**config.mk**
```make
export PLATFORM = sky130hd
export DESIGN_NAME = wmm_mac
export DESIGN_NICKNAME = d
export VERILOG_FILES = /design/src/rtl/wmm_pkg.sv /design/src/rtl/wmm_mac.sv
export SDC_FILE = /design/constraint.sdc
export NUM_CORES = 1
export LEC_CHECK = 0
export BUFFER_PORTS_ARGS = -buffer_cell sky130_fd_sc_hd__buf_2
export CAP_MARGIN = 40
export CELL_PAD_IN_SITES_DETAIL_PLACEMENT = 0
export CELL_PAD_IN_SITES_GLOBAL_PLACEMENT = 1
export CORE_ASPECT_RATIO = 1.75
export CORE_MARGIN = 4
export CORE_UTILIZATION = 47
export CTS_CLUSTER_DIAMETER = 150
export DETAILED_ROUTE_END_ITERATION = 7
export PLACE_DENSITY_LB_ADDON = 0.1
export SYNTH_ARGS = -nofsm -noshare
export SYNTH_HDL_FRONTEND = slang
export SYNTH_SLANG_ARGS = --single-unit
```
**constraint.sdc**
```tcl
create_clock -name clock -period 9.8 [get_ports clock]
set_clock_uncertainty 0.2 [all_clocks]
set_input_delay 2.94 -clock clock [delete_from_list [all_inputs] [get_ports clock]]
set_output_delay 2.94 -clock clock [all_outputs]
set_load 0.005 [all_outputs]
```
**src/rtl/wmm_pkg.sv**
```systemverilog
// Shared types and constants of the Winograd matrix multiply unit.
package wmm_pkg;

   localparam int MAX_DIM_DEF    = 32;
   localparam int ELEM_WIDTH_DEF = 16;
   localparam int DIM_W          = 6;
   localparam int IDX_W          = 5;
   localparam int VAL_W          = 16;
   localparam int ACC_W          = 32;
   localparam int CSR_IDX_W      = 2;

   typedef enum logic [1:0] {
      CMD_LOAD_A  = 2'd0,
      CMD_LOAD_B  = 2'd1,
      CMD_PREPARE = 2'd2,
      CMD_ROW     = 2'd3
   } cmd_type;

   typedef enum logic [CSR_IDX_W-1:0] {
      REG_ROWS_A    = 2'd0,
      REG_INNER_DIM = 2'd1,
      REG_COLS_B    = 2'd2,
      REG_UNUSED    = 2'd3
   } csr_index_type;

   // what a sequencer step works on
   typedef enum logic [1:0] {
      KIND_MAIN = 2'd0,
      KIND_ROWF = 2'd1,
      KIND_COLF = 2'd2,
      KIND_ACK  = 2'd3
   } kind_type;

   typedef struct packed {
      logic             vld;
      logic             use_a;
      logic             use_b;
      logic             phase;
      logic             first;
      logic             fin;
      kind_type         kind;
      logic [IDX_W-1:0] idx;
      logic             last;
   } step_tag_type;

   typedef struct packed {
      logic busy;
      logic fin_busy;
   } mac_status_type;

endpackage

```
**src/rtl/wmm_mac.sv**
```systemverilog
// Operand add, multiply and accumulate pipeline behind the store reads.
module wmm_mac #(
   parameter int ELEM_WIDTH = wmm_pkg::ELEM_WIDTH_DEF
) (
   input  logic                              clock,
   input  logic                              reset,
   input  wmm_pkg::step_tag_type             tag1,
   input  logic signed [ELEM_WIDTH-1:0]      a_data,
   input  logic signed [ELEM_WIDTH-1:0]      b_data,
   input  logic [wmm_pkg::ACC_W-1:0]         rf_data,
   input  logic [wmm_pkg::ACC_W-1:0]         cf_data,
   output wmm_pkg::step_tag_type             tag_out,
   output logic [wmm_pkg::ACC_W-1:0]         acc_out,
   output wmm_pkg::mac_status_type           status
);

   wmm_pkg::step_tag_type       tag2_ff, tag3_ff;
   logic [wmm_pkg::ACC_W-1:0]   x_ff, opx_ff, opy_ff, prod_ff, acc_ff;
   logic [wmm_pkg::ACC_W-1:0]   init2_ff, init3_ff;
   logic [wmm_pkg::ACC_W-1:0]   a_ext, b_ext, opsum, init_in, acc_cur, acc_in;
   logic                        prod_vld;

   always_comb begin
      a_ext = tag1.use_a ? wmm_pkg::ACC_W'(a_data) : '0;
      b_ext = tag1.use_b ? wmm_pkg::ACC_W'(b_data) : '0;
      opsum = a_ext + b_ext;
      init_in = (tag1.kind == wmm_pkg::KIND_MAIN) ? ('0 - (rf_data + cf_data)) : '0;
   end

   always_comb begin
      prod_vld = tag3_ff.vld && tag3_ff.phase && !tag3_ff.fin;
      acc_cur  = tag3_ff.first ? init3_ff : acc_ff;
      acc_in   = acc_cur + (prod_vld ? prod_ff : '0);
   end

   always_ff @(posedge clock) begin
      if (reset) begin
         tag2_ff.vld <= 1'b0;
         tag3_ff.vld <= 1'b0;
      end else begin
         tag2_ff.vld <= tag1.vld;
         tag3_ff.vld <= tag2_ff.vld;
      end
      tag2_ff[$bits(tag2_ff)-2:0] <= tag1[$bits(tag1)-2:0];
      tag3_ff[$bits(tag3_ff)-2:0] <= tag2_ff[$bits(tag2_ff)-2:0];
      init2_ff <= init_in;
      init3_ff <= init2_ff;
      if (tag1.vld && !tag1.fin && !tag1.phase) begin
         x_ff <= opsum;
      end
      if (tag1.vld && !tag1.fin && tag1.phase) begin
         opx_ff <= x_ff;
         opy_ff <= opsum;
      end
      prod_ff <= opx_ff * opy_ff;
      if (tag3_ff.vld) begin
         acc_ff <= acc_in;
      end
   end

   assign tag_out         = tag3_ff;
   assign acc_out         = acc_cur;
   assign status.busy     = tag2_ff.vld || tag3_ff.vld;
   assign status.fin_busy = (tag2_ff.vld && tag2_ff.fin) || (tag3_ff.vld && tag3_ff.fin);

endmodule
```
==> out/summary.txt <==
area of the core -> 58300 µm²
Ys Warns -> 0
vias in the first global route -> 21100
CP required -> 10.03 ns
Setup Fix Bufs, Post-CTS -> 0
CTS-repair resized insts -> 0
Seq/Total Area, Yosys -> 22.9%
routed len/inst -> 19.1 µm
clock insertion delay at the later pin of the skew report -> 0.59 ns
GRT Total Usage -> 23.0%
clk buf depth -> 3
Synth Cell Area -> 27600 µm²
drt pass-1 iters -> 5
Rows -> 117
Gate Count Post-Synth -> 2773
Reg clk slew, reported paths -> 0.06 ns
Yosys cell types -> 72
DP Wirelength -> 57200 µm
Hold WC Path Type -> reg -> reg
num ports -> 160
endpoints failing setup -> 0
GPL Wtd Cong -> 0.907
Fmax -> 0.133 GHz
Top delay family on crit path -> adder cells
H-tree depth -> 1
antenna fix cells -> 0
CTS tree -> yes
crit path DAT -> 7.75 ns
Max Slew Vio Count -> 0
initial antenna violation count -> 1
most used cell along the critical path -> fa_1
wirelength, routed -> 70300 µm
clk sinks -> 252
first-pass GRT wire length -> 112000 µm
CTS Buf Count -> 26
status -> finished clean
max incr delay on CP -> 0.96 ns
largest net degree at the start of global routing -> 65
Synth Register Bits -> 252
Nets -> 3636
Post-DRT Antenna Nets -> 0
top_reg_cell synth -> edfxtp_1
detailed-route DRC error count -> 0
max-cap viol count -> 0
Worst setup SP type -> flop
fin cells -> 3674
routed vias -> 19100
CP Capture Type -> flop
post-layout util -> 52.0%
Die Wd -> 191 µm
starting DRC count in detailed routing -> 745
worst-margin pin slew -> 0.956 ns
worst path cell trace -> nand2_1 -> fa_1 -> fa_1 -> fa_1 -> fa_1 -> inv_1 -> fa_1 -> inv_1 -> fa_1 -> fa_1 -> fa_1 -> inv_1 -> ha_1 -> nand2_1 -> a21oi_1 -> and2_1 -> nor3_1 -> a2111oi_0 -> o311ai_2
Tmin final -> 7.52 ns
cts hold-fix bufs -> 0
slowest library cell on the worst path -> edfxtp_1
RSZ-0062 raised after global routing -> false
Post-synth EDFFs -> 128
Avg Synthesized Cell Area -> 9.96 µm²
Post-Syn Nets -> 3528
Starting Density -> 47.4%
fraction of registers with async set/reset -> 0%
CP Max Fanout -> 30
Max transition margin -> 36.2%
synthesis-to-finish area growth -> 9.61%
routed vias/inst -> 5.19
CTS root buffer -> clkbuf_16
total gr overflow -> 0
Die Ht -> 329 µm
I/O Buffers -> 159
Final Hold Fails -> 0
setup TNS -> 0 ns
critical path type -> reg -> reg
layout cells sized above 1 -> 9.89%
final period utilization -> 76.7%
die area -> 62900 µm²
Crit path buffers/inverters -> 3
cell count after placement -> 3626
-- path summary, 6_finish.rpt --
check	from	to	slack, ns	cells past startpoint
worst min register to register	tag2_ff[2]$_DFF_P_	tag_out[2]$_DFF_P_	0.12	0
worst min-delay path	tag2_ff[2]$_DFF_P_	tag_out[2]$_DFF_P_	0.12	0
worst max register to register	opy_ff[2]$_DFFE_PP_	prod_ff[30]$_DFF_P_	2.28	19
worst max-delay path	opy_ff[2]$_DFFE_PP_	prod_ff[30]$_DFF_P_	2.28	19
-- final cells by class --
cell class / instances / area, µm²
Multi-Input combinational cell: 1939 / 19100
Sequential cell: 252 / 6330
Timing Repair Buffer: 185 / 1110
Tap cell: 773 / 967
Clock inverter: 16 / 272
Inverter: 477 / 1790
Fill cell: 5512 / 28000
Clock buffer: 32 / 694
-- synthesized netlist by cell type, types with 16 or more instances --
cell type | count | area share [%]
and2_1 | 385 | 8.7
a21o_1 | 34 | 0.92
ha_1 | 231 | 10
o21ai_1 | 17 | 0.31
nor3_1 | 30 | 0.54
nand3_1 | 18 | 0.33
nor2_1 | 77 | 1.0
fa_1 | 412 | 30
mux2_2 | 31 | 1.3
inv_1 | 477 | 6.5
dfxtp_1 | 124 | 9.0
a21oi_1 | 68 | 1.2
clkbuf_1 | 100 | 1.4
o21a_1 | 16 | 0.43
nor2b_1 | 18 | 0.41
xnor2_1 | 105 | 3.3
xor2_1 | 33 | 1.0
edfxtp_1 | 128 | 14
nand2_1 | 260 | 3.5
o21ai_0 | 39 | 0.71
-- metal layers --
metal / GRT usage, % / vias to the layer above / share of wire [%] / wire length (µm)
li1: - / 8907 / - / -
met2: 46.5 / 433 / 57 / 39900
met4: 9.14 / 0 / 4.7 / 3280
met5: 0 / - / 0 / 0
met3: 2.21 / 149 / 3.5 / 2450
met1: 23.6 / 9584 / 35 / 24700
-- cells by family after synthesis --
kind of cell / share of synthesized area [%]
and+or+nand+nor: 15.9
xor gates and xnor gates: 4.38
DFF: 22.9
adders and majority gates: 40.3
buffers and inverters: 7.92
muxes: 1.37
AOI/OAI and AO/OA: 7.22
-- registers in the layout, summed over array words and instances (netlist names) --
register  count
x_ff         32
opy_ff       32
tag_out      14
init3_ff     32
prod_ff      32
init2_ff     32
acc_ff       32
tag2_ff      14
opx_ff       32
-- worst register-to-register path: cells and delay by family, from the launching register on --
family          cells  cell delay [ns]
fa+ha+maj           9             4.53
flops               1             0.96
compound gates      3             0.93
simple gates        4             0.59
buf+inv             3             0.15
-- through the flow --
| step | setup slack, ns | hold slack [ns] | area, µm² |
|---|---|---|---|
| after global placement | 2.39 | 0.110 | 29100 |
| after floorplan | 3.04 | 0.110 | 27600 |
| after CTS | 2.25 | 0.125 | 30300 |
| final | 2.28 | 0.125 | 30300 |
| after global routing | 1.84 | 0.134 | 30300 |
| after detailed placement | 2.25 | 0.112 | 29300 |
-- cells in the final DEF, fill, tap and decap left out, types with 34 or more instances in the layout --
cell	n
inv_1	477
fa_1	412
and2_1	385
nand2_1	260
ha_1	231
buf_2	159
edfxtp_1	128
dfxtp_1	123
xnor2_1	105
nor2_1	76
a21oi_1	68
o21ai_0	39
a21o_1	34
Power is not shown: default switching activity piles up to over one toggle a cycle in this logic, so the estimate is an artifact.
